===== src/rtl/xcfe_pkg.sv =====
// ----------------------------------------------------------------------------
// xcfe_pkg
// Types and constants shared by the XOR-checked frame extractor modules.
// ----------------------------------------------------------------------------
package xcfe_pkg;

	localparam int MAX_FRAME = 64;
	localparam int MIN_FRAME = 3;
	localparam int ADDR_W    = $clog2(MAX_FRAME);
	localparam int LEN_W     = $clog2(MAX_FRAME + 1);

	localparam logic [7:0] SYNC_RESET = 8'h55;

	typedef struct packed {
		logic [7:0] in_byte;
		logic       stream_end;
	} in_item_t;

	typedef struct packed {
		logic [7:0] out_byte;
		logic       frame_last;
	} out_item_t;

	// frame parser phase
	typedef enum logic [1:0] {
		PH_HUNT  = 2'd0,
		PH_LEN   = 2'd1,
		PH_BODY  = 2'd2,
		PH_CHECK = 2'd3
	} phase_t;

	// controller state
	typedef enum logic [1:0] {
		ST_SCAN = 2'd0,
		ST_READ = 2'd1,
		ST_LOAD = 2'd2
	} ctrl_state_t;

	typedef struct packed {
		logic accept;  // input beat taken this cycle
		logic rd_en;   // read frame store at replay index
		logic load;    // load output register from read data
		logic rd_adv;  // advance replay index
	} cmd_t;

	typedef struct packed {
		logic frame_ok;  // current input beat completes a good frame
		logic rd_last;   // replay index is on the check byte
	} sts_t;

endpackage


===== src/rtl/xor_checked_frame_extractor_top.sv =====
// ----------------------------------------------------------------------------
// xor_checked_frame_extractor_top
// Byte-stream frame extractor with sync byte, length byte and XOR check.
//
// Input channel in_valid/in_stall/in_data carries one stream byte per beat,
// with stream_end marking the final byte of a stream. Bytes are parsed at one
// beat per cycle while the input is not stalled. When a check byte completes a
// good frame of N bytes, the input stalls while the frame is replayed from the
// frame store on out_valid/out_stall/out_data, frame_last set on the check
// byte. Each byte is replayed by a store read and then an output register
// load, and the input stays stalled until the check byte is loaded; a stalled
// output holds replay where it stands.
// Bad frames and stray bytes produce nothing and do not stall the input.
// The cfg channel writes the sync byte; it is always ready.
// Reset returns the parser to hunting, empties the output register and sets
// the sync byte to 0x55.
// ----------------------------------------------------------------------------
module xor_checked_frame_extractor_top (
	input  logic                clk,
	input  logic                arst_n,
	input  logic                cfg_valid,
	output logic                cfg_ready,
	input  logic [7:0]          cfg_data,
	input  logic                in_valid,
	output logic                in_stall,
	input  xcfe_pkg::in_item_t  in_data,
	output logic                out_valid,
	input  logic                out_stall,
	output xcfe_pkg::out_item_t out_data
);
	import xcfe_pkg::*;

	cmd_t cmd;
	sts_t sts;

	assign cfg_ready = 1'b1;

	xcfe_ctrl u_ctrl (
		.clk       (clk),
		.arst_n    (arst_n),
		.in_valid  (in_valid),
		.in_stall  (in_stall),
		.out_valid (out_valid),
		.out_stall (out_stall),
		.sts       (sts),
		.cmd       (cmd)
	);

	xcfe_dp u_dp (
		.clk       (clk),
		.arst_n    (arst_n),
		.cfg_valid (cfg_valid),
		.cfg_data  (cfg_data),
		.in_data   (in_data),
		.cmd       (cmd),
		.sts       (sts),
		.out_data  (out_data)
	);

`ifndef NO_ASSERTIONS
	a_good_frame_stalls: assert property (@(posedge clk) disable iff (!arst_n)
		(in_valid && !in_stall && sts.frame_ok) |=> in_stall)
		else $error("good frame did not start replay");

	a_resume_after_last: assert property (@(posedge clk) disable iff (!arst_n)
		$fell(in_stall) |-> ($past(cmd.load) && $past(sts.rd_last)))
		else $error("input resumed before frame replay finished");

	a_load_sets_valid: assert property (@(posedge clk) disable iff (!arst_n)
		cmd.load |=> (out_valid && out_data.frame_last == $past(sts.rd_last)))
		else $error("output register load lost");
`endif

endmodule


===== src/rtl/xcfe_dp.sv =====
// ----------------------------------------------------------------------------
// xcfe_dp
// Datapath: sync register, frame parser, running XOR, frame store and
// output register.
// ----------------------------------------------------------------------------
module xcfe_dp (
	input  logic               clk,
	input  logic               arst_n,
	input  logic               cfg_valid,
	input  logic [7:0]         cfg_data,
	input  xcfe_pkg::in_item_t in_data,
	input  xcfe_pkg::cmd_t     cmd,
	output xcfe_pkg::sts_t     sts,
	output xcfe_pkg::out_item_t out_data
);
	import xcfe_pkg::*;

	logic [7:0]        sync_q;
	phase_t            phase_q, phase_d;
	logic [LEN_W-1:0]  len_q, len_d;
	logic [ADDR_W-1:0] cnt_q, cnt_d;
	logic [7:0]        xor_q, xor_d;
	logic              we;
	logic [ADDR_W-1:0] waddr;
	logic [ADDR_W-1:0] rd_idx_q;
	logic [7:0]        rd_data_q;
	out_item_t         out_q;
	logic [7:0]        mem [MAX_FRAME];

	logic [7:0] b;
	assign b = in_data.in_byte;

	always_comb begin
		phase_d = phase_q;
		len_d   = len_q;
		cnt_d   = cnt_q;
		xor_d   = xor_q;
		we      = 1'b0;
		waddr   = cnt_q;
		case (phase_q)
			PH_HUNT: begin
				if (b == sync_q) begin
					we      = 1'b1;
					waddr   = '0;
					cnt_d   = ADDR_W'(1);
					xor_d   = b;
					phase_d = PH_LEN;
				end
			end
			PH_LEN: begin
				if (b < 8'(MIN_FRAME) || b > 8'(MAX_FRAME)) begin
					phase_d = PH_HUNT;
				end else begin
					we      = 1'b1;
					cnt_d   = cnt_q + ADDR_W'(1);
					xor_d   = xor_q ^ b;
					len_d   = LEN_W'(b);
					phase_d = (b == 8'(MIN_FRAME)) ? PH_CHECK : PH_BODY;
				end
			end
			PH_BODY: begin
				we    = 1'b1;
				cnt_d = cnt_q + ADDR_W'(1);
				xor_d = xor_q ^ b;
				// this beat plus the check byte fill the frame
				if (LEN_W'(cnt_q) + LEN_W'(2) >= len_q)
					phase_d = PH_CHECK;
			end
			PH_CHECK: begin
				// store the check byte too, so replay reads it back
				we      = 1'b1;
				phase_d = PH_HUNT;
			end
			default: begin
				phase_d = PH_HUNT;
			end
		endcase
		if (in_data.stream_end)
			phase_d = PH_HUNT;
	end

	assign sts.frame_ok = (phase_q == PH_CHECK) && (b == xor_q);
	assign sts.rd_last  = (LEN_W'(rd_idx_q) + LEN_W'(1)) == len_q;
	assign out_data     = out_q;

	always_ff @(posedge clk or negedge arst_n) begin
		if (!arst_n) begin
			sync_q   <= SYNC_RESET;
			phase_q  <= PH_HUNT;
			len_q    <= '0;
			cnt_q    <= '0;
			xor_q    <= '0;
			rd_idx_q <= '0;
		end else begin
			if (cfg_valid)
				sync_q <= cfg_data;
			if (cmd.accept) begin
				phase_q  <= phase_d;
				len_q    <= len_d;
				cnt_q    <= cnt_d;
				xor_q    <= xor_d;
				rd_idx_q <= '0;
			end else if (cmd.rd_adv) begin
				rd_idx_q <= rd_idx_q + ADDR_W'(1);
			end
		end
	end

	always_ff @(posedge clk) begin
		if (cmd.accept && we)
			mem[waddr] <= b;
		if (cmd.rd_en)
			rd_data_q <= mem[rd_idx_q];
		if (cmd.load) begin
			out_q.out_byte   <= rd_data_q;
			out_q.frame_last <= sts.rd_last;
		end
	end

endmodule


===== src/rtl/xcfe_ctrl.sv =====
// ----------------------------------------------------------------------------
// xcfe_ctrl
// Controller: takes input beats while scanning, then replays a good frame
// from the store byte by byte, a read then a load, holding while out stalls.
// ----------------------------------------------------------------------------
module xcfe_ctrl (
	input  logic           clk,
	input  logic           arst_n,
	input  logic           in_valid,
	output logic           in_stall,
	output logic           out_valid,
	input  logic           out_stall,
	input  xcfe_pkg::sts_t sts,
	output xcfe_pkg::cmd_t cmd
);
	import xcfe_pkg::*;

	ctrl_state_t state_q, state_d;
	logic        out_valid_q, out_valid_d;

	assign in_stall  = (state_q != ST_SCAN);
	assign out_valid = out_valid_q;

	always_ff @(posedge clk or negedge arst_n) begin
		if (!arst_n) begin
			state_q     <= ST_SCAN;
			out_valid_q <= 1'b0;
		end else begin
			state_q     <= state_d;
			out_valid_q <= out_valid_d;
		end
	end

	always_comb begin
		state_d     = state_q;
		cmd         = '0;
		out_valid_d = out_valid_q && out_stall;
		case (state_q)
			ST_SCAN: begin
				cmd.accept = in_valid;
				if (in_valid && sts.frame_ok)
					state_d = ST_READ;
			end
			ST_READ: begin
				cmd.rd_en = 1'b1;
				state_d   = ST_LOAD;
			end
			ST_LOAD: begin
				// hold until the output register is free
				if (!out_valid_q || !out_stall) begin
					cmd.load    = 1'b1;
					out_valid_d = 1'b1;
					if (sts.rd_last) begin
						state_d = ST_SCAN;
					end else begin
						cmd.rd_adv = 1'b1;
						state_d    = ST_READ;
					end
				end
			end
			default: begin
				state_d = ST_SCAN;
			end
		endcase
	end

endmodule

===== config.mk =====
export PLATFORM = sky130hd
export DESIGN_NAME = xor_checked_frame_extractor_top
export DESIGN_NICKNAME = d
export VERILOG_FILES = /design/src/rtl/xcfe_pkg.sv /design/src/rtl/xor_checked_frame_extractor_top.sv /design/src/rtl/xcfe_dp.sv /design/src/rtl/xcfe_ctrl.sv
export SDC_FILE = /design/constraint.sdc
export NUM_CORES = 1
export LEC_CHECK = 0
export BUFFER_PORTS_ARGS = -buffer_cell sky130_fd_sc_hd__buf_2
export CAP_MARGIN = 40
export CELL_PAD_IN_SITES_DETAIL_PLACEMENT = 0
export CELL_PAD_IN_SITES_GLOBAL_PLACEMENT = 2
export CORE_ASPECT_RATIO = 0.9
export CORE_UTILIZATION = 50
export CTS_CLUSTER_DIAMETER = 60
export CTS_CLUSTER_SIZE = 25
export DETAILED_ROUTE_END_ITERATION = 8
export GPL_TIMING_DRIVEN = 0
export PLACE_DENSITY = 0.79
export SYNTH_ARGS = -nofsm -noshare
export SYNTH_HDL_FRONTEND = slang
export SYNTH_SLANG_ARGS = --single-unit
export TNS_END_PERCENT = 20

===== constraint.sdc =====
create_clock -name clk -period 4.9 [get_ports clk]
set_input_delay 0.245 -clock clk [delete_from_list [all_inputs] [get_ports clk]]
set_output_delay 0.245 -clock clk [all_outputs]
set_load 0.005 [all_outputs]

==> Word-level counts from Yosys, hierarchy flattened <==
Memories as Yosys holds them, arrays and structs flattened. A register that Yosys moved wholly into a read port is not among the register bits.
Cells that the tools add are included.
{ "classes": {"addsub": 4, "magnitude_cmp": 3, "eq_ne": 15, "n_mux": 32, "n_bitwise": 2, "n_reduce_logical": 18} }
{ "op_table": {"columns": ["cell", "n"], "rows": [
  ["$mux W6", 6],
  ["$pmux W8 S3", 1],
  ["$pmux W6 S3", 1],
  ["$eq A8 B8 Y1", 2],
  ["$mux W2", 8],
  ["$mux W8", 2],
  ["$add A6 B1 Y6 const B", 2],
  ["$mux W1", 11],
  ["$eq A8 B2 Y1 const B", 1],
  ["$gt A8 B7 Y1 const B", 1],
  ["$lt A8 B2 Y1 const B", 1],
  ["$pmux W2 S4", 1],
  ["$xor A8 B8 Y8", 1],
  ["$add A6 B1 Y7 const B", 1],
  ["$add A6 B2 Y7 const B", 1],
  ["$eq A7 B7 Y1", 1],
  ["$ge A7 B7 Y1", 1],
  ["$eq A2 B2 Y1 const B", 3],
  ["$ne A2 B1 Y1 const B", 3],
  ["$ne A3 B2 Y1 const B", 2],
  ["$pmux W2 S3", 1],
  ["$reduce_and A3 Y1", 2],
  ["$eq A2 B1 Y1 const B", 2],
  ["$logic_and A1 B1 Y1", 4],
  ["other kinds (11)", 15]
]} }
{ "word_totals": {"register_bits": 49, "mem_bits_rw": 512, "inputBits": 22, "output_inout_bits": 12, "wordCells": 85, "n_memories": 1} }
{ "memory_table": {"columns": ["memory", "depth", "word_bits", "read_ports", "rd_ports_with_merged_regs", "wr", "line", "source"], "rows": [
  ["u_dp.mem", 64, 8, 1, 1, 1, "xcfe_dp.sv:28", "logic [7:0] mem [MAX_FRAME];"]
]} }

==> Longest topological paths before layout <==
{ "depth": {"ltp_word": 7, "mapped_depth": 10, "depth_no_buf": 9} }

==> By module <==
From an unflattened synthesis, not the netlist that was laid out.
{ "unflattened": {"hier_cells": 1247, "hier_area_um2": 23072.1} }
{ "by_module_without_submodules": {"columns": ["mod", "instances", "cells_per_inst", "area_per_inst_um2", "seq_area_each_um2"], "rows": [
  ["xcfe_dp", 1, 1228, 22895.7, 16816.1],
  ["xcfe_ctrl", 1, 17, 165.2, 75.1],
  ["xor_checked_frame_extractor_top", 1, 2, 11.3, 0.0]
]} }

==> Worst setup path after synthesis <==
OpenSTA, ideal clock, no wires.
{ "synth_path": {"path_type": "register -> register", "start": "register u_dp.sync_q[6]", "end": "memory u_dp.mem[46][0], enable pin", "setup_ns": 0.395, "arrival_time_ns": 2.377, "slack_ns": 2.128, "stages_incl_launch_ff": 7, "synth_period_minus_slack_ns": 2.772, "cell_sequence": "dfstp_2 xor2_1 nor4_4 nand3_1 o211ai_2 clkbuf_1 nor4_1"} }
{ "synth_between": {"elab_chain_cells": 6} }
{ "synth_rtl": {"columns": ["element", "line", "source"], "rows": [
  ["start, declared", "xcfe_dp.sv:18", "logic [7:0] sync_q;"],
  ["start signal, assigned", "xcfe_dp.sv:96", "sync_q <= cfg_data;"],
  ["$eq A8 B8 Y1 (*)", "xcfe_dp.sv:42", "if (b == sync_q) begin"],
  ["$mux W1", "xcfe_dp.sv:42", null],
  ["$pmux W1 S3", "xcfe_dp.sv:40", "case (phase_q)"],
  ["$logic_and A1 B1 Y1", "xcfe_dp.sv:110", "if (cmd.accept && we)"],
  ["$mux W1", "xcfe_dp.sv:110", null],
  ["$mux W1 (implied by the code)", "xcfe_dp.sv:111", "mem[waddr] <= b;"],
  ["end, declared", "xcfe_dp.sv:28", null]
]} }
Mark *: on every way between the ends. The rest lies on a longest branch, timed or not.

==> Worst setup path in the final report <==
{ "layout_path": {"start": "input in_data[1] (netlist bit)", "end": "memory u_dp.mem[14][1], enable pin"} }
{ "layout_between": {"elab_chain_cells": 7} }
{ "layout_rtl": {"columns": ["element", "line", "source"], "rows": [
  ["start, declared", "xor_checked_frame_extractor_top.sv:26", "input xcfe_pkg::in_item_t in_data,"],
  ["$lt A8 B2 Y1 or $gt A8 B7 Y1 (tied branches)", "xcfe_dp.sv:51", "if (b < 8'(MIN_FRAME) || b > 8'(MAX_FRAME)) begin"],
  ["$logic_or A1 B1 Y1", "xcfe_dp.sv:51", null],
  ["$mux W1", "xcfe_dp.sv:51", null],
  ["$pmux W1 S3", "xcfe_dp.sv:40", null],
  ["$logic_and A1 B1 Y1", "xcfe_dp.sv:110", null],
  ["$mux W1", "xcfe_dp.sv:110", null],
  ["$mux W1 (implied by the code)", "xcfe_dp.sv:111", null]
]} }
Several ways; a longest one is shown, not always the timed one.

==> flow_summary_export.csv <==
group,metric,value,unit
clocking,clkSlewWorstSetupHoldPaths,0.08,ns
layout,syn_to_final_growth,12.76,%
detailed_routing,ant_nets,0,
sta,fmax,0.2884,GHz
detailed_routing,wl_per_cell,27.14,µm
layout,drive_above_1_share,25.96,%
clocking,hold_buffers,10,
sta,holdWs,0.02226,ns
clocking,clock-sinks,569,
global_route,grt_overflow,0,
floorplanning,row_count,74,
placement,io_buffers,31,
setup_path,cp.required,5.18,ns
sta,hold_violations,0,
sta,finalMaxSlewViolations,0,
clocking,clock_path_buffers,3,
layout,regArea,16890,µm²
sta,timing.setup.tns,0,ns
floorplanning,initial_utilization,51.01,%
synthesis,async_flop_share,7.030,%
setup_path,path_class,"input pin to flip-flop",
pwr,powerDensity,430.5,nW/µm²
global_route,grt.total_usage,24.01,%
layout,nets,1440,
synthesis,synth_area_per_cell,18.44,µm²
layout,fillCellCount,3414,
synthesis,synth_top_family_by_area,"multiplexers",
detailed_routing,drt-initial-drc-count,1200,
floorplanning,fp.dieW,229.5,µm
synthesis,synth-edff-count,529,
floorplanning,die_area,47440,µm²
detailed_routing,vias_per_cell,6.057,
sta,setup_ws,1.432,ns
detailed_routing,vias,12340,
clocking,htreeDepth,2,
detailed_routing,totalWireLength,55290,µm
synthesis,synth_compound_area_share,4.734,%
synthesis,synthSimpleGateAreaFrac,4.852,%
global_route,antenna_found_initial,1,
global_route,grt_pass1_wl,81790,µm
synthesis,yosys.area_share.xor_xnor,1.016,%
sta,skew,0.02273,ns
synthesis,syn-num-nets,1301,
synthesis,synthMuxAreaShare,14.14,%
synthesis,syn_inst,1263,
detailed_routing,drc_errors,0,
floorplanning,die_height,206.7,µm
clocking,tritoncts,"done",
layout,diodes,0,
sta,rsz0062_at_grt,"no",
floorplanning,coreArea,45650,µm²
floorplanning,ioPinCount,34,
synthesis,synth_adder_area_share,0.8597,%
clocking,insertion_delay,0.58,ns
clocking,numCtsBuffers,37,
pwr,ir_drop,0.3832,mV
synthesis,synth-warning-count,0,
placement,routabilityCongestion,0.8139,
clocking,cts_setup_buffers,0,
setup_path,cp_max_fo,33,
synthesis,ys.flop_type,"edfxtp_1",
setup_path,ff2ff_path_depth,8,
clocking,post_cts_resized,0,
sta,setup_viol,0,
synthesis,synth_area,23290,µm²
sta,layout_min_cycle_time,3.468,ns
layout,multi_input_area,6101,µm²
synthesis,synth_cell_types,67,
sta,tightest_slew,0.8685,ns
placement,dp_hpwl,38640,µm
setup_path,cp-start-kind,"input pin",
placement,dp_slack,0.7480,ns
synthesis,synth-seq-cells,569,
status,outcome,"finished clean",
global_route,grt_pass1_vias,12130,
min_path,hold_path_class,"input pin to flip-flop",
setup_path,cp-end-kind,"flip-flop",
min_path,whs_path_depth,3,
pwr,leakage,8.304,nW
detailed_routing,first_pass_iters,5,
synthesis,synth-seq-area-share,72.54,%
sta,slew_headroom,41.89,%
run,max_cap_viol_count,0,
global_route,grt_max_degree,58,
setup_path,arrival,3.75,ns
sta,period_share,70.77,%
clocking,ctsRootBufferMaster,"clkbuf_16",
cell families after synthesis:
| logic type | after synthesis |
|---|---|
| AOI/OAI and AO/OA | 157 |
| other | 1 |
| xor gates and xnor gates | 27 |
| muxes | 191 |
| DFF | 569 |
| and+or+nand+nor | 207 |
| adders and majority gates | 16 |
| buffers and inverters | 95 |
per-layer routing:
| layer | GRT usage, % | share of wire, % |
|---|---|---|
| met2 | 37.51 | 46 |
| met1 | 35.89 | 46 |
| met5 | 0 | 0 |
| met4 | 6.286 | 2.1 |
| met3 | 3.324 | 5.8 |
metrics by stage:
stage	instances	total power, mW	utilization, %	instance area [µm²]
finish	2037	11.30	57.52	26260
global placement	1902	7.853	53.02	24200
floorplan	1263	7.189	-	23290
global route	2037	11.73	57.52	26260
CTS	2036	11.35	57.51	26250
detailed placement	1960	7.951	54.41	24840
critical path: stages:
cell	delay, ns
buf_2	0.51
buf_12	0.26
clkbuf_2	0.24
xor2_1	0.12
nor4_4	0.38
a21bo_2	0.23
o211ai_2	0.19
or2_1	0.34
buf_2	0.22
nor3_1	0.63
buf_2	0.32
power by group:
part           switching [mW]  leakage, nW  internal (mW)
logic                    1.38         2.42          0.846
clock network            1.81        0.630           1.63
registers               0.136         5.26           5.50
total                    3.32         8.30           7.98
cells in the final DEF, fill, tap and decap left out, types with 9 or more instances in the layout:
| master | instances |
|---|---|
| edfxtp_1 | 529 |
| mux4_2 | 108 |
| buf_2 | 77 |
| mux2i_1 | 60 |
| nand2_1 | 44 |
| clkbuf_16 | 39 |
| a21oi_1 | 38 |
| clkbuf_1 | 37 |
| a22oi_1 | 36 |
| dfrtp_1 | 36 |
| nor2_1 | 31 |
| buf_4 | 31 |
| nor3_1 | 25 |
| nor3_2 | 24 |
| mux2_2 | 23 |
| nand3_1 | 22 |
| xor2_1 | 18 |
| inv_1 | 16 |
| ha_1 | 16 |
| o21ai_0 | 13 |
| nand2b_1 | 10 |
| nor4_2 | 10 |
| dlygate4sd3_1 | 10 |
| nor2b_1 | 9 |
| buf_1 | 9 |
| o22ai_1 | 9 |
| xnor2_1 | 9 |
| buf_12 | 9 |
registers in the layout, indices dropped and copies added, names as in the netlist:
| register | cells |
|---|---|
| u_dp.out_data | 9 |
| u_dp.phase_q | 2 |
| u_dp.rd_data_q | 8 |
| u_dp.len_q | 7 |
| u_dp.sync_q | 8 |
| u_dp.mem | 512 |
| u_ctrl.state_q | 2 |
| u_dp.xor_q | 8 |
| u_dp.rd_idx_q | 6 |
| u_dp.cnt_q | 6 |
| u_ctrl.out_valid | 1 |
Yosys cell counts (8+ instances only):
| master | n | area share [%] |
|---|---|---|
| a22oi_1 | 36 | 1.2 |
| nor2_1 | 31 | 0.50 |
| mux2_2 | 23 | 1.1 |
| buf_2 | 22 | 0.47 |
| nand3_1 | 22 | 0.47 |
| buf_4 | 8 | 0.26 |
| nor3_1 | 39 | 0.84 |
| dfrtp_1 | 36 | 3.9 |
| nor3_2 | 10 | 0.43 |
| a311oi_1 | 8 | 0.30 |
| nor4_1 | 12 | 0.32 |
| xor2_1 | 18 | 0.68 |
| clkbuf_1 | 35 | 0.56 |
| o22ai_1 | 9 | 0.24 |
| ha_1 | 16 | 0.86 |
| nand2_1 | 44 | 0.71 |
| nor2b_1 | 9 | 0.24 |
| edfxtp_1 | 529 | 68 |
| buf_1 | 9 | 0.15 |
| mux4_2 | 108 | 10 |
| mux2i_1 | 60 | 2.6 |
| o21ai_0 | 13 | 0.28 |
| a21oi_1 | 39 | 0.84 |
| xnor2_1 | 9 | 0.34 |
| nand2b_1 | 10 | 0.27 |
| inv_1 | 16 | 0.26 |
| a221o_1 | 8 | 0.34 |
final timing paths:
kind,startpoint,to,slack [ns]
max in group asynchronous,arst_n,u_dp.sync_q[6],4.19
hold reg to reg,u_dp.rd_data_q[4],u_dp.out_data[5],0.42
setup reg to reg,u_ctrl.state_q[1],u_dp.mem[14][1],1.50
min in group asynchronous,arst_n,u_dp.rd_idx_q[5],0.13
hold / removal,in_data[0],u_dp.phase_q[0],0.02
setup / recovery,in_data[1],u_dp.mem[14][1],1.43
final cells by class:
cell class | count | area share (%)
clock buffer | 42 | 3.798
clock inverter | 24 | 1.196
multi-input combinational | 599 | 23.24
buffer | 77 | 1.382
inverter | 18 | 0.2573
sequential | 569 | 64.33
timing repair buffer | 100 | 2.902
tap | 608 | 2.897
Note: power is estimated with default switching activity, not from simulation.
